`src/rtl/dns_query_question_parser_core_defines.svh`:
```
// assertion macros shared by the dns question parser rtl
// expects clk and rst_n in the scope where a macro is used
`ifndef DNS_QUERY_QUESTION_PARSER_CORE_DEFINES_SVH
`define DNS_QUERY_QUESTION_PARSER_CORE_DEFINES_SVH

// same-cycle implication, checked outside reset
`define DQQP_ASSERT_SAME(label, ante, cons, msg) \
    label: assert property (@(posedge clk) disable iff (!rst_n) (ante) |-> (cons)) \
        else $error(msg);

// next-cycle implication, checked outside reset
`define DQQP_ASSERT_NEXT(label, ante, cons, msg) \
    label: assert property (@(posedge clk) disable iff (!rst_n) (ante) |=> (cons)) \
        else $error(msg);

`endif

```
`src/rtl/dqqp_pkg.sv`:
```
// types and constants of the dns question parser
// no dependencies
package dqqp_pkg;

    localparam int unsigned MIN_PACKET_LEN = 17;
    localparam int unsigned MAX_LABEL_LEN  = 63;
    localparam int unsigned MAX_NAME_LEN   = 255;
    localparam int unsigned HEADER_LEN     = 12;

    // byte offset only matters below the short-packet bound, so it saturates there
    localparam int unsigned OFF_W = 5;

    localparam int unsigned QUEUE_DEPTH = 4;
    localparam int unsigned QPTR_W      = 2;
    localparam int unsigned QCNT_W      = 3;

    localparam int unsigned RES_BITS = 83;
    localparam int unsigned TDATA_W  = 88;
    localparam int unsigned PAD_W    = TDATA_W - RES_BITS;

    localparam logic [7:0] DOT_CHAR = 8'h2E;

    typedef enum logic [2:0] {
        PH_HEADER = 3'd0,
        PH_LENGTH = 3'd1,
        PH_LABEL  = 3'd2,
        PH_TAIL   = 3'd3,
        PH_DONE   = 3'd4,
        PH_ERROR  = 3'd5
    } phase_t;

    typedef enum logic [2:0] {
        ST_OK      = 3'd0,
        ST_SHORT   = 3'd1,
        ST_QDCOUNT = 3'd2,
        ST_LABEL   = 3'd3,
        ST_NAME    = 3'd4,
        ST_TRUNC   = 3'd5
    } status_t;

    typedef struct packed {
        logic [7:0] data_byte;
        logic       end_of_packet;
    } in_item_t;

    typedef struct packed {
        logic        kind;
        logic [7:0]  name_char;
        status_t     status;
        logic [15:0] query_id;
        logic [15:0] header_flags;
        logic [15:0] query_type;
        logic [15:0] query_class;
        logic [7:0]  name_length;
        logic        last;
    } res_item_t;

    // up to two results per byte: item_a goes first
    typedef struct packed {
        logic      valid_a;
        logic      valid_b;
        res_item_t item_a;
        res_item_t item_b;
    } push_t;

endpackage

```
`src/rtl/dqqp_parser.sv`:
```
// per-byte parse state and result generation of the dns question parser
// depends on dqqp_pkg and the shared assertion macros
`include "dns_query_question_parser_core_defines.svh"

module dqqp_parser
(
    input  logic               clk,
    input  logic               rst_n,
    input  logic               advance,
    input  dqqp_pkg::in_item_t in_item,
    output dqqp_pkg::push_t    push
);

    dqqp_pkg::phase_t                phase_reg, phase_next;
    logic [dqqp_pkg::OFF_W-1:0]      off_reg, off_next;
    logic [5:0]                      lr_reg, lr_next;
    logic [7:0]                      chars_reg, chars_next;
    logic                            first_reg, first_next;
    dqqp_pkg::status_t               error_reg, error_next;
    logic [15:0]                     id_reg, id_next;
    logic [15:0]                     flags_reg, flags_next;
    logic [15:0]                     qd_reg, qd_next;
    logic [15:0]                     type_reg, type_next;
    logic [15:0]                     class_reg, class_next;

    logic [7:0]        b;
    logic [7:0]        chars_after;
    logic              char_valid;
    logic [7:0]        char_value;
    dqqp_pkg::status_t verdict;
    dqqp_pkg::res_item_t char_item;
    dqqp_pkg::res_item_t verdict_item;

    assign b = in_item.data_byte;

    // next state after this byte
    always_comb
    begin
        phase_next  = phase_reg;
        lr_next     = lr_reg;
        chars_next  = chars_reg;
        first_next  = first_reg;
        error_next  = error_reg;
        id_next     = id_reg;
        flags_next  = flags_reg;
        qd_next     = qd_reg;
        type_next   = type_reg;
        class_next  = class_reg;
        chars_after = first_reg ? chars_reg : chars_reg + 8'd1;

        unique case (phase_reg)
            dqqp_pkg::PH_HEADER:
            begin
                if (off_reg < dqqp_pkg::OFF_W'(2))
                    id_next = {id_reg[7:0], b};
                else if (off_reg < dqqp_pkg::OFF_W'(4))
                    flags_next = {flags_reg[7:0], b};
                else if (off_reg < dqqp_pkg::OFF_W'(6))
                    qd_next = {qd_reg[7:0], b};
                if (off_reg >= dqqp_pkg::OFF_W'(dqqp_pkg::HEADER_LEN - 1))
                begin
                    if (qd_reg != 16'd1)
                    begin
                        error_next = dqqp_pkg::ST_QDCOUNT;
                        phase_next = dqqp_pkg::PH_ERROR;
                    end
                    else
                    begin
                        phase_next = dqqp_pkg::PH_LENGTH;
                    end
                end
            end
            dqqp_pkg::PH_LENGTH:
            begin
                first_next = 1'b0;
                if (!first_reg && chars_reg >= 8'(dqqp_pkg::MAX_NAME_LEN))
                begin
                    // separating dot would pass the name limit
                    error_next = dqqp_pkg::ST_NAME;
                    phase_next = dqqp_pkg::PH_ERROR;
                end
                else if (b == 8'd0)
                begin
                    // root name gives one dot, else the closing dot
                    chars_next = first_reg ? 8'd1 : chars_after;
                    lr_next    = 6'd0;
                    phase_next = dqqp_pkg::PH_TAIL;
                end
                else
                begin
                    chars_next = chars_after;
                    if (b > 8'(dqqp_pkg::MAX_LABEL_LEN))
                    begin
                        error_next = dqqp_pkg::ST_LABEL;
                        phase_next = dqqp_pkg::PH_ERROR;
                    end
                    else if ({1'b0, chars_after} + {1'b0, b} > 9'(dqqp_pkg::MAX_NAME_LEN))
                    begin
                        error_next = dqqp_pkg::ST_NAME;
                        phase_next = dqqp_pkg::PH_ERROR;
                    end
                    else
                    begin
                        lr_next    = b[5:0];
                        phase_next = dqqp_pkg::PH_LABEL;
                    end
                end
            end
            dqqp_pkg::PH_LABEL:
            begin
                chars_next = chars_reg + 8'd1;
                lr_next    = lr_reg - 6'd1;
                if (lr_reg == 6'd1)
                    phase_next = dqqp_pkg::PH_LENGTH;
            end
            dqqp_pkg::PH_TAIL:
            begin
                if (lr_reg < 6'd2)
                    type_next = {type_reg[7:0], b};
                else
                    class_next = {class_reg[7:0], b};
                lr_next = lr_reg + 6'd1;
                if (lr_reg >= 6'd3)
                begin
                    lr_next    = 6'd0;
                    phase_next = dqqp_pkg::PH_DONE;
                end
            end
            default:
            begin
                // done or error: bytes are ignored
            end
        endcase

        if (off_reg == dqqp_pkg::OFF_W'(dqqp_pkg::MIN_PACKET_LEN))
            off_next = off_reg;
        else
            off_next = off_reg + dqqp_pkg::OFF_W'(1);
    end

    // name character output
    always_comb
    begin
        char_valid = 1'b0;
        char_value = b;
        unique case (phase_reg)
            dqqp_pkg::PH_LENGTH:
            begin
                char_value = dqqp_pkg::DOT_CHAR;
                if (first_reg)
                    char_valid = (b == 8'd0);
                else
                    char_valid = (chars_reg < 8'(dqqp_pkg::MAX_NAME_LEN));
            end
            dqqp_pkg::PH_LABEL:
            begin
                char_valid = 1'b1;
            end
            default:
            begin
                char_valid = 1'b0;
            end
        endcase
    end

    // verdict: short wins, then the first latched error, then truncation
    always_comb
    begin
        if (off_next < dqqp_pkg::OFF_W'(dqqp_pkg::MIN_PACKET_LEN))
            verdict = dqqp_pkg::ST_SHORT;
        else if (error_next != dqqp_pkg::ST_OK)
            verdict = error_next;
        else if (phase_next != dqqp_pkg::PH_DONE)
            verdict = dqqp_pkg::ST_TRUNC;
        else
            verdict = dqqp_pkg::ST_OK;
    end

    always_comb
    begin
        char_item              = '0;
        char_item.kind         = 1'b0;
        char_item.name_char    = char_value;
        char_item.status       = dqqp_pkg::ST_OK;

        verdict_item              = '0;
        verdict_item.kind         = 1'b1;
        verdict_item.status       = verdict;
        verdict_item.query_id     = id_next;
        verdict_item.header_flags = flags_next;
        verdict_item.query_type   = type_next;
        verdict_item.query_class  = class_next;
        verdict_item.name_length  = chars_next;
        verdict_item.last         = 1'b1;

        push.valid_a = advance && (char_valid || in_item.end_of_packet);
        push.valid_b = advance && char_valid && in_item.end_of_packet;
        push.item_a  = char_valid ? char_item : verdict_item;
        push.item_b  = verdict_item;
    end

    always_ff @(posedge clk or negedge rst_n)
    begin
        if (!rst_n)
        begin
            phase_reg <= dqqp_pkg::PH_HEADER;
            off_reg   <= '0;
            lr_reg    <= '0;
            chars_reg <= '0;
            first_reg <= 1'b1;
            error_reg <= dqqp_pkg::ST_OK;
            id_reg    <= '0;
            flags_reg <= '0;
            qd_reg    <= '0;
            type_reg  <= '0;
            class_reg <= '0;
        end
        else if (advance)
        begin
            if (in_item.end_of_packet)
            begin
                // packet closed: back to the state after reset
                phase_reg <= dqqp_pkg::PH_HEADER;
                off_reg   <= '0;
                lr_reg    <= '0;
                chars_reg <= '0;
                first_reg <= 1'b1;
                error_reg <= dqqp_pkg::ST_OK;
                id_reg    <= '0;
                flags_reg <= '0;
                qd_reg    <= '0;
                type_reg  <= '0;
                class_reg <= '0;
            end
            else
            begin
                phase_reg <= phase_next;
                off_reg   <= off_next;
                lr_reg    <= lr_next;
                chars_reg <= chars_next;
                first_reg <= first_next;
                error_reg <= error_next;
                id_reg    <= id_next;
                flags_reg <= flags_next;
                qd_reg    <= qd_next;
                type_reg  <= type_next;
                class_reg <= class_next;
            end
        end
    end

    `DQQP_ASSERT_SAME(a_error_latched, phase_reg == dqqp_pkg::PH_ERROR, error_reg != dqqp_pkg::ST_OK, "error phase without error code")
    `DQQP_ASSERT_SAME(a_label_count, phase_reg == dqqp_pkg::PH_LABEL, lr_reg != 6'd0, "label phase with nothing left")
    `DQQP_ASSERT_NEXT(a_hold_idle, !advance, $stable(chars_reg) && $stable(phase_reg), "state moved without a byte")

endmodule

```
`src/rtl/dqqp_result_queue.sv`:
```
// four-entry result queue taking up to two results and giving one per cycle while out_ready is high
// depends on dqqp_pkg and the shared assertion macros
`include "dns_query_question_parser_core_defines.svh"

module dqqp_result_queue
(
    input  logic                clk,
    input  logic                rst_n,
    input  dqqp_pkg::push_t     push,
    output logic                room,
    output logic                out_valid,
    input  logic                out_ready,
    output dqqp_pkg::res_item_t out_item
);

    dqqp_pkg::res_item_t             entry_reg [dqqp_pkg::QUEUE_DEPTH];
    logic [dqqp_pkg::QPTR_W-1:0]     wr_ptr_reg, wr_ptr_next;
    logic [dqqp_pkg::QPTR_W-1:0]     rd_ptr_reg, rd_ptr_next;
    logic [dqqp_pkg::QCNT_W-1:0]     count_reg, count_next;
    logic [dqqp_pkg::QPTR_W-1:0]     wr_ptr_b;
    logic                            pop;

    assign out_valid = (count_reg != '0);
    assign out_item  = entry_reg[rd_ptr_reg];
    assign pop       = out_valid && out_ready;
    assign room      = (count_reg <= dqqp_pkg::QCNT_W'(dqqp_pkg::QUEUE_DEPTH - 2));
    assign wr_ptr_b  = wr_ptr_reg + dqqp_pkg::QPTR_W'(1);

    always_comb
    begin
        wr_ptr_next = wr_ptr_reg + dqqp_pkg::QPTR_W'(push.valid_a)
                                 + dqqp_pkg::QPTR_W'(push.valid_b);
        rd_ptr_next = rd_ptr_reg + dqqp_pkg::QPTR_W'(pop);
        count_next  = count_reg + dqqp_pkg::QCNT_W'(push.valid_a)
                                + dqqp_pkg::QCNT_W'(push.valid_b)
                                - dqqp_pkg::QCNT_W'(pop);
    end

    always_ff @(posedge clk or negedge rst_n)
    begin
        if (!rst_n)
        begin
            wr_ptr_reg <= '0;
            rd_ptr_reg <= '0;
            count_reg  <= '0;
        end
        else
        begin
            wr_ptr_reg <= wr_ptr_next;
            rd_ptr_reg <= rd_ptr_next;
            count_reg  <= count_next;
        end
    end

    // payload entries, no reset
    always_ff @(posedge clk)
    begin
        for (int i = 0; i < dqqp_pkg::QUEUE_DEPTH; i++)
        begin
            if (push.valid_a && wr_ptr_reg == dqqp_pkg::QPTR_W'(i))
                entry_reg[i] <= push.item_a;
            else if (push.valid_b && wr_ptr_b == dqqp_pkg::QPTR_W'(i))
                entry_reg[i] <= push.item_b;
        end
    end

    `DQQP_ASSERT_SAME(a_count_bound, 1'b1, count_reg <= dqqp_pkg::QCNT_W'(dqqp_pkg::QUEUE_DEPTH), "queue count past depth")
    `DQQP_ASSERT_SAME(a_push_order, push.valid_b, push.valid_a, "second result without a first")
    `DQQP_ASSERT_SAME(a_push_room, push.valid_a, room, "push into a queue without room for two")

endmodule

```
`src/rtl/dns_query_question_parser_core.sv`:
```
// top level of the dns query question parser
// depends on dqqp_pkg, dqqp_parser and dqqp_result_queue

// Parses a DNS query one byte per request on the slave stream: the header id,
// flags and question count (which must be one), then the question name, whose
// dotted text is streamed out one character per result as the labels go by,
// then the type and class. The last byte of a packet (s_axis_tlast) produces
// one verdict result (m_axis_tuser high, m_axis_tlast high) with the status,
// the captured header fields, type, class and the name length; the parser then
// starts over for the next packet. Bytes after the class are ignored. The
// block takes one byte per cycle while the result queue has room: a byte
// passes an input register, then the combinational parse logic, then a
// four-entry result queue that drains one result per cycle while
// m_axis_tready is high. A byte gives at most one name character, so a
// stream of bytes flows at full rate while the output is ready; only the
// final byte of a packet can give two results (the closing name character
// and the verdict), which can hold the input back when the output is stalled.
module dns_query_question_parser_core
(
    input  logic                         clk,
    input  logic                         rst_n,

    input  logic                         s_axis_tvalid,
    output logic                         s_axis_tready,
    input  logic [7:0]                   s_axis_tdata,   // data_byte
    input  logic                         s_axis_tlast,   // end_of_packet

    output logic                         m_axis_tvalid,
    input  logic                         m_axis_tready,
    // name_char, status, query_id, header_flags, query_type, query_class,
    // name_length, zero fill
    output logic [dqqp_pkg::TDATA_W-1:0] m_axis_tdata,
    output logic                         m_axis_tuser,   // kind
    output logic                         m_axis_tlast    // last
);

    // input register in front of the parse logic
    logic               in_valid_reg;
    dqqp_pkg::in_item_t in_item_reg;

    logic                room;
    logic                advance;
    dqqp_pkg::push_t     push;
    dqqp_pkg::res_item_t out_item;

    // a byte moves on when the queue can take both possible results
    assign advance       = in_valid_reg && room;
    assign s_axis_tready = !in_valid_reg || advance;

    always_ff @(posedge clk or negedge rst_n)
    begin
        if (!rst_n)
        begin
            in_valid_reg <= 1'b0;
        end
        else if (s_axis_tready)
        begin
            in_valid_reg <= s_axis_tvalid;
        end
    end

    // payload capture, no reset
    always_ff @(posedge clk)
    begin
        if (s_axis_tvalid && s_axis_tready)
        begin
            in_item_reg.data_byte     <= s_axis_tdata;
            in_item_reg.end_of_packet <= s_axis_tlast;
        end
    end

    dqqp_parser u_parser
    (
        .clk     (clk),
        .rst_n   (rst_n),
        .advance (advance),
        .in_item (in_item_reg),
        .push    (push)
    );

    dqqp_result_queue u_queue
    (
        .clk       (clk),
        .rst_n     (rst_n),
        .push      (push),
        .room      (room),
        .out_valid (m_axis_tvalid),
        .out_ready (m_axis_tready),
        .out_item  (out_item)
    );

    // pack the result fields, first field lowest
    assign m_axis_tdata = {
        {dqqp_pkg::PAD_W{1'b0}},
        out_item.name_length,
        out_item.query_class,
        out_item.query_type,
        out_item.header_flags,
        out_item.query_id,
        out_item.status,
        out_item.name_char
    };
    assign m_axis_tuser = out_item.kind;
    assign m_axis_tlast = out_item.last;

endmodule
```
`config.mk`:
```
export PLATFORM = sky130hd
export DESIGN_NAME = dns_query_question_parser_core
export DESIGN_NICKNAME = d
export VERILOG_FILES = /design/src/rtl/dqqp_pkg.sv /design/src/rtl/dqqp_parser.sv /design/src/rtl/dqqp_result_queue.sv /design/src/rtl/dns_query_question_parser_core.sv
export VERILOG_INCLUDE_DIRS = /design/src /design/src/rtl
export SDC_FILE = /design/constraint.sdc
export NUM_CORES = 1
export LEC_CHECK = 0
export BUFFER_PORTS_ARGS = -buffer_cell sky130_fd_sc_hd__buf_2
export CAP_MARGIN = 20
export CORE_ASPECT_RATIO = 1.2
export CORE_MARGIN = 2
export CORE_UTILIZATION = 55
export DETAILED_ROUTE_END_ITERATION = 12
export PLACE_DENSITY = 0.85
export SYNTH_ARGS = -nofsm -noshare
export SYNTH_HDL_FRONTEND = slang
export SYNTH_SLANG_ARGS = --single-unit
```
`constraint.sdc`:
```
create_clock -name clk -period 6.6 [get_ports clk]
set_clock_uncertainty 0.05 [all_clocks]
set_input_delay 0.33 -clock clk [delete_from_list [all_inputs] [get_ports clk]]
set_output_delay 0.33 -clock clk [all_outputs]
set_load 0.01 [all_outputs]
```
Yosys cells after proc, flatten, opt, wreduce, memory -nomap -nowiden
Memory sizes are Yosys's and may differ from the RTL's. Index checks and enable logic that the tools add are counted.

Mux-type cells: 90. Bitwise logic cells: 4. Reductions and logical operators: 34. $lt $le $gt $ge: 12. Equal/unequal tests: 18. $add $sub $neg: 12.

Operator list (number): 85-bit 2-to-1 mux (7); 16-bit 2-to-1 mux (18); 85-bit OR reduction (2); 3-bit 2-to-1 mux (19); 8-bit 2-to-1 mux (6); 6-bit 2-to-1 mux (6); 1-bit 2-to-1 mux (25); 6-bit one-hot mux with 3 select lines (1); 16-bit by 1-bit inequality test with 1-bit output (second input constant) (1); 8-bit one-hot mux with 2 select lines (1); 1-bit logical AND (15); 3-bit one-hot mux with 4 select lines (1); 5-bit by 3-bit < comparator with 1-bit output (second input constant) (2); 5-bit 2-to-1 mux (2); 5-bit AND reduction (2); 8-bit by 8-bit adder with 9-bit output (1); 9-bit by 8-bit > comparator with 1-bit output (second input constant) (1); 8-bit by 1-bit adder with 8-bit output (second input constant) (1); 2-bit == test (second input constant) (4); 8-bit greater-or-equal comparator (second input constant) (1); 8-bit by 6-bit > comparator with 1-bit output (second input constant) (1); 8-bit zero test (1); 8-bit < comparator (second input constant) (1); 4-bit by 3-bit inequality test with 1-bit output (second input constant) (2); other kinds (32) (49).

Memories: 1. RAM bits: 340. Input port bits: 13. Output and inout port bits: 92. Word-level logic and storage cells: 188. Register bits after elaboration: 123.

Memory list: u_queue.entry_reg (words 4, bits a word 85, rd ports 1, clocked after Yosys merged registers in 0, wr ports 2, RTL line dqqp_result_queue.sv:16) `dqqp_pkg::res_item_t entry_reg [dqqp_pkg::QUEUE_DEPTH];`.

Logic depth before layout (Yosys ltp)
Gate-level depths: netlist of the first run.

Word-level depth: 16. Gate-level depth with buffers: 14. Gate-level depth less buffers: 13.

Hierarchy
Synthesis of the first run repeated with hierarchy kept, for this count alone.

Cell total of the unflattened synthesis: 1640. Area total of the unflattened synthesis: 24004.3 um^2.

Modules (own cells, without submodules): dqqp_result_queue (cells each 859, area each 16753.6 um^2, seq. area each 10385.0 um^2, times used 1); dqqp_parser (cells each 761, area each 6879.1 um^2, seq. area each 2653.8 um^2, times used 1); dns_query_question_parser_core (cells each 20, area each 371.6 um^2, seq. area each 295.3 um^2, times used 1).

Worst setup path after synthesis of the first run
OpenSTA, ideal clock, no wires.

Kind: flip-flop to flip-flop. From: reg in_item_reg[2] in the netlist's numbering. To: mem u_queue.entry_reg[0][0] in the netlist's numbering, enable pin. Period minus slack after synthesis: 6.215 ns. Library setup time: 0.554 ns. Stages on the path, launching flop included: 7. Arrival time: 5.611 ns. Buffers on the path: 0. Slack: 0.385 ns. Required time: 5.996 ns. Cells stage by stage: edfxtp_1 > or4_4 > o21ai_2 > a31oi_2 > nor2_1 > o21ai_0 > a21oi_1.

RTL lines: start: declaration (RTL line dns_query_question_parser_core.sv:39) `dqqp_pkg::in_item_t in_item_reg;`; end: declaration (RTL line dqqp_result_queue.sv:16).

==> results of run 1 <==
-- metrics by stage --
stage               setup WS (ns)  hold WS, ns
detailed placement           2.57        0.385
finish                       2.51        0.156
global placement             2.58        0.377
global route                 2.34        0.198
CTS                          2.51        0.164
floorplan                   0.385      -0.0156
-- final timing paths --
path	end	slack [ns]	start
worst max register to register	u_queue.entry_reg[3][65]	2.51	in_item_reg[5]
worst max-delay path	u_queue.entry_reg[3][65]	2.51	in_item_reg[5]
worst min register to register	u_queue.entry_reg[2][83]	0.41	u_queue.entry_reg[2][83]
worst min-delay path	u_queue.rd_ptr_reg[0]	0.16	m_axis_tready
max in group asynchronous	u_parser.id_reg[8]	4.92	rst_n
min in group asynchronous	u_parser.chars_reg[2]	0.34	rst_n
-- cells in the mapped netlist (5+ instances only) --
library cell  instances  area [um2]
xnor2_1               8        70.1
ha_1                 19         238
dfrtp_1             113        2830
a21o_1                6        45.0
o2bb2ai_1             9        78.8
a211oi_1              5        37.5
a22o_1               17         149
inv_1                14        52.6
xor2_1                7        61.3
mux2i_1              66         661
nor2_1              350        1310
a22oi_1              68         510
clkbuf_1             64         240
o21ai_0              85         425
dfxtp_1               9         180
nor2b_1               8        50.1
mux4_2               84        1890
nor3_1                9        45.0
nand3_1               9        45.0
a21oi_1              21         105
buf_2                34         170
o31ai_1               7        52.6
buf_1                15        56.3
nand2_1             118         443
nand2b_1              7        43.8
a31oi_1               7        43.8
buf_4                 6        45.0
edfxtp_1            336       10100
nor4_1                5        31.3
o21ai_1              18        90.1
-- power by group --
part | internal, mW | switching (mW)
clock | 1.60 | 1.07
sequential | 3.83 | 0.573
combinational | 1.42 | 2.13
-- final cells by class --
| type | instances | area [um2] |
|---|---|---|
| Fill cell | 2560 | 13700 |
| Sequential cell | 459 | 13100 |
| Multi-Input combinational cell | 1004 | 7120 |
| Clock buffer | 58 | 1280 |
| Timing Repair Buffer | 133 | 813 |
| Tap cell | 474 | 593 |
| Clock inverter | 20 | 255 |
| Inverter | 18 | 67.6 |
-- layout by cell type, fill, tap and decap left out, types with 5 or more instances in the layout --
cell type      instances
buf_4                 22
a22o_1                17
dfrtp_1              111
conb_1                 5
dlygate4sd3_1         11
buf_2                 98
nand2_1              118
edfxtp_1             336
ha_1                  19
a21oi_1               20
nand3_1                9
nor3_1                 9
a31oi_1                5
clkbuf_1               6
o21ai_0               85
bufinv_16              6
a21o_1                 5
a211oi_1               5
a22oi_1               68
nand2b_1               6
xnor2_1                8
xor2_1                 7
mux4_2                84
inv_1                 14
o21ai_1               18
nor4_1                 5
dfxtp_1                9
mux2i_1               66
nor2b_1                7
o2bb2ai_1              9
nor2_1               348
o31ai_1                7
clkbuf_16             48
clkinv_1               6
-- layer usage --
| metal | routed length, um | part of all wire | up-vias | track usage |
|---|---|---|---|---|
| met3 | 4070 | 0.081 | 152 | 0.0400 |
| li1 | - | - | 6000 | - |
| met4 | 2280 | 0.045 | 0 | 0.116 |
| met1 | 18600 | 0.37 | 6956 | 0.330 |
| met5 | 0 | 0 | - | 0 |
| met2 | 25500 | 0.51 | 825 | 0.435 |
-- worst min-delay path: stages --
cell and delay (ns):
buf_2 0.07, and2_1 0.17, ha_1 0.15
-- cell families after synthesis --
kind of cell             count (synthesis)
AND/OR/NAND/NOR                        535
flip-flops                             459
AO/OA/AOI/OAI                          274
multiplexers                           152
buffers and inverters                  137
adder cells (fa/ha/maj)                 23
XOR/XNOR                                15
other                                    1
-- what timing repair did --
| action | CTS | global route |
|---|---|---|
| hold buffers | 11 | 0 |
| hold endpoints to repair | 63 | 0 |
| resized for setup | 0 | 0 |
==> out/qor.csv, run 1 <==
stage;metric;value;unit
clock_network;TritonCTS clock tree;built;
floorplanning;Rows;77;
floorplanning;area of the die;39300;um2
synthesis;largest family of logic cells by synthesized area;multiplexers;
power;Pleak;8.73;nW
critical_path;most used cell, CP;buf_4;
synthesis;compound-gate portion of the synthesized area;0.0873;
drt;vias per inst;6.43;
power;Worst IR Drop VDD;0.226;mV
synthesis;FFs w/ async S/R, synth;0.248;
floorplanning;Die Ht;217;um
layout;number of nets in the layout;1694;
timing;Slew Viols, Final;0;
clock_network;Post-CTS Setup Bufs;0;
timing;Hold Fails Final Rpt;0;
critical_path;CP Cell Sequence;or4_1, o21ai_2, a31oi_2, nor3_1, a21oi_1, nor2b_4, buf_4, buf_4;
critical_path;critical path's top delay family;buffers and inverters;
placement;port bufs;99;
layout;Syn-to-layout area delta;12.1;%
clock_network;Clock Latency Late Sink;0.56;ns
power;Power Dens Cells;456;nW/um2
critical_path;WP data required;6.73;ns
critical_path;Worst setup EP type;register;
clock_network;CTS sink cnt;459;
floorplanning;Initial Util;0.561;
synthesis;mux contribution to synthesized area;0.124;
synthesis;XOR/XNOR Fraction of Synth Area;0.00633;
clock_network;CTS H-tree depth;2;
drt;final wirelength;50.5;mm
synthesis;Main synth FF type;edfxtp_1;
clock_network;Clock Tree Root;clkbuf_16;
critical_path;critical path's slowest cell;edfxtp_1;
critical_path;Levels on crit path;8;
timing;RSZ-0062 raised after global routing;no;
layout;share of layout cells above drive strength 1;0.178;
global_routing;initial antenna violation count;0;
timing;slew margin rel.;0.205;
synthesis;EDFF count, synth;336;
synthesis;Post-Synth Simple-Gate Area;0.106;
power;Tot Pwr;10.6;mW
critical_path;Critical Path Fanout Max;45;
timing;# setup viols final;0;
global_routing;number of global-route vias before repair;13862;
synthesis;Seq/Total Area, Yosys;0.633;
clock_network;clk buf depth;3;
drt;Detail Route Antenna Nets;0;
floorplanning;Core Region;37000;um2
synthesis;#FFs+latches synth;459;
clock_network;cts bufs inserted;42;
layout;count of non-filler cells in the finished layout;2166;
critical_path;worst stage delay on the critical path;0.70;ns
synthesis;Synth Cell Area;20700;um2
critical_path;Buf+Inv Stages, Crit Path;2;
drt;Starting DRT DRC Count;1673;
placement;dpl hpwl;29.8;mm
drt;routed vias;13933;
min_path;Worst Hold Class;in2reg;
synthesis;synth unique cells;71;
floorplanning;Die W;181;um
run;max-cap violation count;0;
critical_path;Worst Path Class, Setup;reg2reg;
layout;Finished Cell Area;23300;um2
timing;highest clock rate;0.245;GHz
drt;Pre-antenna DRT Iters;7;
placement;placed cell count;2074;
layout;ANT cells;0;
status;status;completed;
timing;Final min period;4.09;ns
global_routing;pin count of the biggest net entering global routing;84;
placement;Routability Congestion;0.911;
drt;WL/cell;23.3;um
critical_path;CP startpoint kind;register;
timing;Slew @ Worst Pin;1.19;ns
min_path;hold path cells;3;
synthesis;syn avg cell area;13.0;um2
synthesis;YS warnings;0;
critical_path;Worst Reg-to-Reg Cells;8;
global_routing;total congestion overflow;0;
clock_network;CTS clk-pin slew, worst paths;0.07;ns
global_routing;first-pass GRT wire length;78.5;mm
layout;Final Util;0.629;
global_routing;GRT Total Usage;0.257;
drt;DRC;0;
timing;Setup TNS;0;ns
synthesis;Adder-Cell Fraction of Synth Area;0.0153;
critical_path;CP arrival;4.22;ns
layout;max reg flops;336;
placement;placed inst area;21600;um2
timing;fin crit share;0.619;
synthesis;Post-Syn Instances;1596;
floorplanning;IO Count;105;
Note: power is estimated with default switching activity, not from simulation.
==> inputs of run 2 (changes only) <==
--- a/config.mk
+++ b/config.mk
@@ -12,7 +12,7 @@
 export CORE_MARGIN = 2
 export CORE_UTILIZATION = 55
 export DETAILED_ROUTE_END_ITERATION = 12
-export PLACE_DENSITY = 0.85
+export PLACE_DENSITY = 0.82
 export SYNTH_ARGS = -nofsm -noshare
 export SYNTH_HDL_FRONTEND = slang
 export SYNTH_SLANG_ARGS = --single-unit
==> constraint.sdc (replaced) <==
create_clock -name clk -period 4.1 [get_ports clk]
set_clock_uncertainty 0.05 [all_clocks]
set_input_delay 0.205 -clock clk [delete_from_list [all_inputs] [get_ports clk]]
set_output_delay 0.205 -clock clk [all_outputs]
set_load 0.01 [all_outputs]
==> run 2 against run 1 <==
Cell area up 0.68%; cell count grew 1.2%; count of clock-buffer cells in the layout up 4; wire length is 3.0% lower; maximum frequency is 15% higher; register-to-register slack got worse by 2.0 ns; critical path type unchanged; largest cell class unchanged.
==> out/qor.csv, run 2 (same netlist as run 1, synthesis figures left out) <==
stage;metric;value;unit;change
status;status;completed;;unchanged
power;Tot Pwr;16.9;mW;was 10.6 mW
drt;Starting DRT DRC Count;1629;;was 1673
power;Power Dens Cells;720;nW/um2;was 456 nW/um2
placement;dpl hpwl;29.1;mm;was 29.8 mm
critical_path;Worst Path Class, Setup;reg2reg;;unchanged
floorplanning;Die W;181;um;unchanged
clock_network;Clock Latency Late Sink;0.56;ns;about the same
layout;max reg flops;336;;unchanged
drt;WL/cell;22.3;um;was 23.3 um
drt;routed vias;13749;;was 13933
clock_network;CTS clk-pin slew, worst paths;0.06;ns;was 0.07 ns
drt;vias per inst;6.27;;was 6.43
global_routing;number of global-route vias before repair;14019;;was 13862
global_routing;first-pass GRT wire length;77.0;mm;was 78.5 mm
layout;number of nets in the layout;1718;;was 1694
clock_network;CTS H-tree depth;2;;unchanged
clock_network;clk buf depth;3;;unchanged
timing;Slew @ Worst Pin;1.07;ns;was 1.19 ns
critical_path;Critical Path Fanout Max;6;;was 45
placement;placed cell count;2096;;was 2074
power;Pleak;8.81;nW;was 8.73 nW
layout;share of layout cells above drive strength 1;0.189;;was 0.178
critical_path;CP startpoint kind;register;;unchanged
global_routing;pin count of the biggest net entering global routing;110;;was 84
timing;highest clock rate;0.282;GHz;was 0.245 GHz
layout;most frequent cells in the layout;nor2_1, edfxtp_1, nand2_1;;unchanged
global_routing;GRT Total Usage;0.251;;was 0.257
layout;fillers;2663;;was 2560
floorplanning;IO Count;105;;unchanged
timing;Final min period;3.54;ns;was 4.09 ns
global_routing;met1 usage;0.327;;was 0.330
critical_path;CP arrival;3.76;ns;was 4.22 ns
timing;RSZ-0062 raised after global routing;no;;unchanged
floorplanning;Initial Util;0.561;;unchanged
timing;worst setup margin;0.558;ns;was 2.51 ns
critical_path;Worst setup EP type;register;;unchanged
drt;Pre-antenna DRT Iters;6;;was 7
layout;Final Util;0.633;;was 0.629
layout;ANT cells;0;;unchanged
clock_network;Clock Tree Root;clkbuf_16;;unchanged
floorplanning;area of the die;39300;um2;unchanged
drt;final wirelength;49.0;mm;was 50.5 mm
global_routing;total congestion overflow;0;;unchanged
placement;Routability Congestion;0.896;;was 0.911
clock_network;TritonCTS clock tree;built;;unchanged
power;Worst IR Drop VDD;0.527;mV;was 0.226 mV
timing;slew margin rel.;0.286;;was 0.205
global_routing;global routing usage on met2;0.433;;was 0.435
timing;# setup viols final;0;;unchanged
clock_network;CTS sink cnt;459;;unchanged
global_routing;busiest layer in global routing;met2;;unchanged
clock_network;cts bufs inserted;44;;was 42
clock_network;Post-CTS Resized;0;;unchanged
floorplanning;Core Region;37000;um2;unchanged
placement;pre-CTS setup slack;0.548;ns;was 2.57 ns
layout;count of non-filler cells in the finished layout;2192;;was 2166
floorplanning;Rows;77;;unchanged
min_path;Worst Hold Class;in2reg;;unchanged
run;max-cap violation count;0;;unchanged
drt;DRC;0;;unchanged
global_routing;met3 usage;0.0375;;was 0.0400
timing;Setup TNS;0;ns;unchanged
layout;Syn-to-layout area delta;12.9;%;was 12.1%
drt;Detail Route Antenna Nets;0;;unchanged
global_routing;initial antenna violation count;0;;unchanged
floorplanning;Die Ht;217;um;unchanged
timing;Slew Viols, Final;0;;unchanged
critical_path;WP data required;4.32;ns;was 6.73 ns
layout;most common cell after layout, fill and taps aside;nor2_1;;unchanged
placement;port bufs;99;;unchanged
timing;Hold Fails Final Rpt;0;;unchanged
timing;fin crit share;0.864;;was 0.619
-- run 2: final timing paths --
path	from	to	slack, ns	cells past startpoint
setup reg to reg	u_parser.chars_reg[2]	u_queue.entry_reg[1][75]	0.56	13
setup / recovery	u_parser.chars_reg[2]	u_queue.entry_reg[1][75]	0.56	13
max in group asynchronous	rst_n	u_queue.rd_ptr_reg[0]	3.19	3
hold / removal	m_axis_tready	u_queue.rd_ptr_reg[0]	0.07	3
hold reg to reg	u_queue.entry_reg[2][81]	u_queue.entry_reg[2][81]	0.42	1
min in group asynchronous	rst_n	u_parser.chars_reg[6]	0.22	3
-- run 2: layout make-up --
cell class | instances | area [um2] | area share
Multi-Input combinational cell | 1004 | 7130 | 0.304
Sequential cell | 459 | 13100 | 0.561
Tap cell | 474 | 593 | 0.0253
Timing Repair Buffer | 155 | 1090 | 0.0466
Inverter | 18 | 67.6 | 0.00288
Clock inverter | 20 | 180 | 0.00769
Clock buffer | 62 | 1230 | 0.0525
-- run 2: through the flow --
stage          instance area [um2]  hold slack [ns]
6_report                     23400           0.0676
5_1_grt                      23400           0.0852
4_1_cts                      23400           0.0492
3_5_place_dp                 21900          -0.0190
3_3_place_gp                 21900          -0.0203
2_1_floorplan                20800           -0.141
-- run 2: report_power, final --
group	leakage (nW)	total (mW)	switching, mW	internal (mW)
Clock	0.680	3.98	1.74	2.24
Combinational	3.56	5.93	3.52	2.41
Sequential	4.57	6.95	0.791	6.16
Total	8.81	16.9	6.05	10.8
-- run 2: per-layer routing --
layer / vias up / share of wire
li1: 6060 / -
met1: 6845 / 0.38
met2: 719 / 0.51
met3: 125 / 0.078
met4: 0 / 0.036
met5: - / 0
-- run 2: timing repair --
item	CTS	global route
setup endpoints to repair	0	0
buffers inserted	0	0
hold endpoints to repair	123	0
hold buffers	12	0
-- run 2: worst max-delay path, stage by stage (launching register included) --
cell and delay [ns]:
dfrtp_1 0.44, and3_1 0.22, and3_1 0.26, nand3_1 0.12
nor2_1 0.13, xor2_1 0.08, ha_1 0.30, a41oi_1 0.10
a21o_1 0.19, a21oi_1 0.30, nor4_2 0.12, or4_1 0.60
o211ai_2 0.25, a211oi_1 0.12
==> inputs of run 3 (changes only) <==
--- a/config.mk
+++ b/config.mk
@@ -12,6 +12,7 @@
 export CORE_MARGIN = 2
 export CORE_UTILIZATION = 55
 export DETAILED_ROUTE_END_ITERATION = 12
+export GPL_TIMING_DRIVEN = 0
 export PLACE_DENSITY = 0.82
 export SYNTH_ARGS = -nofsm -noshare
 export SYNTH_HDL_FRONTEND = slang
==> run 3 against run 2 <==
Cell area up 0.87%; critical path depth down 3; count of clock-buffer cells in the layout up 2; non-clock buffer count up 86; sequential share of layout area down 0.52 points; register-to-register slack worse by 0.30 ns; global-route usage up 1.6 points.
==> out/qor.csv, run 3 (same netlist as run 1, synthesis figures left out) <==
stage;metric;value;unit;change
drt;Detail Route Antenna Nets;0;;unchanged
placement;Routability Congestion;0.926;;was 0.896
clock_network;CTS H-tree depth;2;;unchanged
critical_path;r2r startpoint;u_queue.count_reg[1];;was u_parser.chars_reg[2]
floorplanning;IO Count;105;;unchanged
timing;highest clock rate;0.260;GHz;was 0.282 GHz
layout;Syn-to-layout area delta;13.9;%;was 12.9%
status;status;completed;;unchanged
clock_network;Post-CTS Resized;0;;unchanged
min_path;Worst Hold Class;in2reg;;unchanged
critical_path;worst stage delay on the critical path;0.59;ns;was 0.60 ns
timing;RSZ-0062 raised after global routing;no;;unchanged
drt;Pre-antenna DRT Iters;8;;was 6
critical_path;Worst setup EP type;register;;unchanged
layout;max reg flops;336;;unchanged
critical_path;Worst Path Class, Setup;reg2reg;;unchanged
timing;WHS;0.0671;ns;was 0.0676 ns
global_routing;total congestion overflow;0;;unchanged
layout;share of layout cells above drive strength 1;0.177;;was 0.189
clock_network;Clock Latency Late Sink;0.56;ns;about the same
layout;most frequent cells in the layout;nor2_1, edfxtp_1, buf_2;;was nor2_1, edfxtp_1, nand2_1
layout;count of non-filler cells in the finished layout;2276;;was 2192
min_path;Hold Path End;u_queue.rd_ptr_reg[0];;unchanged
clock_network;cts bufs inserted;43;;was 44
drt;vias per inst;6.29;;was 6.27
layout;FF+latch area;13100;um2;about the same
timing;Slew @ Worst Pin;1.11;ns;was 1.07 ns
drt;DRC;0;;unchanged
critical_path;most used cell, CP;clkbuf_1;;was and3_1
timing;slew margin rel.;0.257;;was 0.286
floorplanning;Initial Util;0.561;;unchanged
layout;most common cell after layout, fill and taps aside;nor2_1;;unchanged
critical_path;critical path's slowest cell;clkbuf_1;;was or4_1
clock_network;Clock Tree Root;clkbuf_16;;unchanged
layout;Final Util;0.639;;was 0.633
critical_path;CP arrival;4.11;ns;was 3.76 ns
clock_network;clk buf depth;3;;unchanged
global_routing;GRT Total Usage;0.267;;was 0.251
floorplanning;Rows;77;;unchanged
placement;placed inst area;22200;um2;was 21900 um2
critical_path;CP startpoint kind;register;;unchanged
clock_network;CTS sink cnt;459;;unchanged
min_path;Hold Crit Start;m_axis_tready;;unchanged
drt;routed vias;14320;;was 13749
run;max-cap violation count;0;;unchanged
critical_path;WP data required;4.37;ns;was 4.32 ns
critical_path;reg2reg end;u_queue.entry_reg[0][60];;was u_queue.entry_reg[1][75]
clock_network;TritonCTS clock tree;built;;unchanged
power;Pleak;8.91;nW;was 8.81 nW
floorplanning;area of the die;39300;um2;unchanged
power;Power Dens Cells;717;nW/um2;was 720 nW/um2
placement;placed cell count;2185;;was 2096
global_routing;initial antenna violation count;0;;unchanged
power;Tot Pwr;16.9;mW;about the same
global_routing;number of global-route vias before repair;14427;;was 14019
placement;dpl hpwl;34.2;mm;was 29.1 mm
drt;WL/cell;22.9;um;was 22.3 um
layout;area of the multi-input gates;7080;um2;was 7130 um2
global_routing;pin count of the biggest net entering global routing;72;;was 110
critical_path;Worst Reg-to-Reg Cells;10;;was 13
clock_network;CTS clk-pin slew, worst paths;0.07;ns;was 0.06 ns
timing;Final min period;3.84;ns;was 3.54 ns
critical_path;CP Cell Sequence;inv_1, ha_1, a21oi_1, nand2b_1, clkbuf_1, clkbuf_1, clkbuf_1, a21oi_4, buf_16, buf_12;;was and3_1, and3_1, nand3_1, nor2_1, xor2_1, ha_1, a41oi_1, a21o_1, a21oi_1, nor4_2, or4_1, o211ai_2, a211oi_1
timing;Hold Fails Final Rpt;0;;unchanged
drt;Starting DRT DRC Count;1710;;was 1629
layout;ANT cells;0;;unchanged
floorplanning;Die Ht;217;um;unchanged
critical_path;FF-to-FF setup slack;0.26;ns;was 0.56 ns
placement;port bufs;99;;unchanged
layout;number of nets in the layout;1803;;was 1718
min_path;hold path cells;3;;unchanged
power;Worst IR Drop VDD;0.374;mV;was 0.527 mV
floorplanning;Core Region;37000;um2;unchanged
global_routing;first-pass GRT wire length;81.0;mm;was 77.0 mm
timing;fin crit share;0.937;;was 0.864
drt;final wirelength;52.1;mm;was 49.0 mm
layout;Finished Cell Area;23600;um2;was 23400 um2
layout;fillers;2711;;was 2663
timing;# setup viols final;0;;unchanged
critical_path;Critical Path Fanout Max;22;;was 6
timing;Slew Viols, Final;0;;unchanged
floorplanning;Die W;181;um;unchanged
==> run 3: layout make-up <==
type	instances	area share
multi-input combinational	1004	0.300
inverter	18	0.00297
clock buffer	64	0.0523
tap	474	0.0251
buffer	119	0.0217
clock inverter	16	0.00503
sequential	459	0.555
timing repair buffer	122	0.0377
==> run 3: power by group <==
part / internal (mW) / switching (mW) / leakage [nW]
clock network: 2.16 / 1.71 / 0.659
logic: 2.45 / 3.96 / 3.68
registers: 6.15 / 0.514 / 4.57
total: 10.8 / 6.19 / 8.91
==> run 3: per-layer routing <==
metal | up-vias | part of all wire | GRT usage
met1 | 7158 | 0.37 | 0.343
met4 | 0 | 0.046 | 0.124
met2 | 773 | 0.51 | 0.456
li1 | 6232 | - | -
met3 | 157 | 0.074 | 0.0373
met5 | - | 0 | 0
==> run 3: metrics by stage <==
step / worst slack [ns] / TNS, ns
final: 0.260 / 0
after global placement: -2.29 / -483.93
after detailed placement: 0.419 / 0
after floorplan: -0.271 / -43.97
after CTS: 0.348 / 0
after global routing: 0.109 / 0
==> run 3: worst max path at each step <==
stage                          startpoint                       end  depth (start not counted)
finish               u_queue.count_reg[1]  u_queue.entry_reg[0][60]                         10
global placement    u_parser.phase_reg[2]  u_queue.entry_reg[3][47]                          8
detailed placement   u_queue.count_reg[1]  u_queue.entry_reg[0][47]                         10
CTS                  u_queue.count_reg[1]  u_queue.entry_reg[0][56]                         10
floorplan                  in_item_reg[2]   u_queue.entry_reg[3][0]                          7
global route        u_parser.chars_reg[0]  u_queue.entry_reg[0][75]                         12
==> run 3: timing repair <==
item	4_1_cts	5_1_grt
setup buffers	0	0
setup endpoints to repair	0	0
hold buffers	11	0
endpoints found under the hold margin	97	0
==> run 3: worst max-delay path: cells and delay by family, from the launching register on <==
family	cells	cell delay, ns
AND/OR/NAND/NOR	1	0.37
flip-flops	1	0.36
buffers and inverters	6	2.08
adder cells (fa/ha/maj)	1	0.20
AO/OA/AOI/OAI	2	0.49
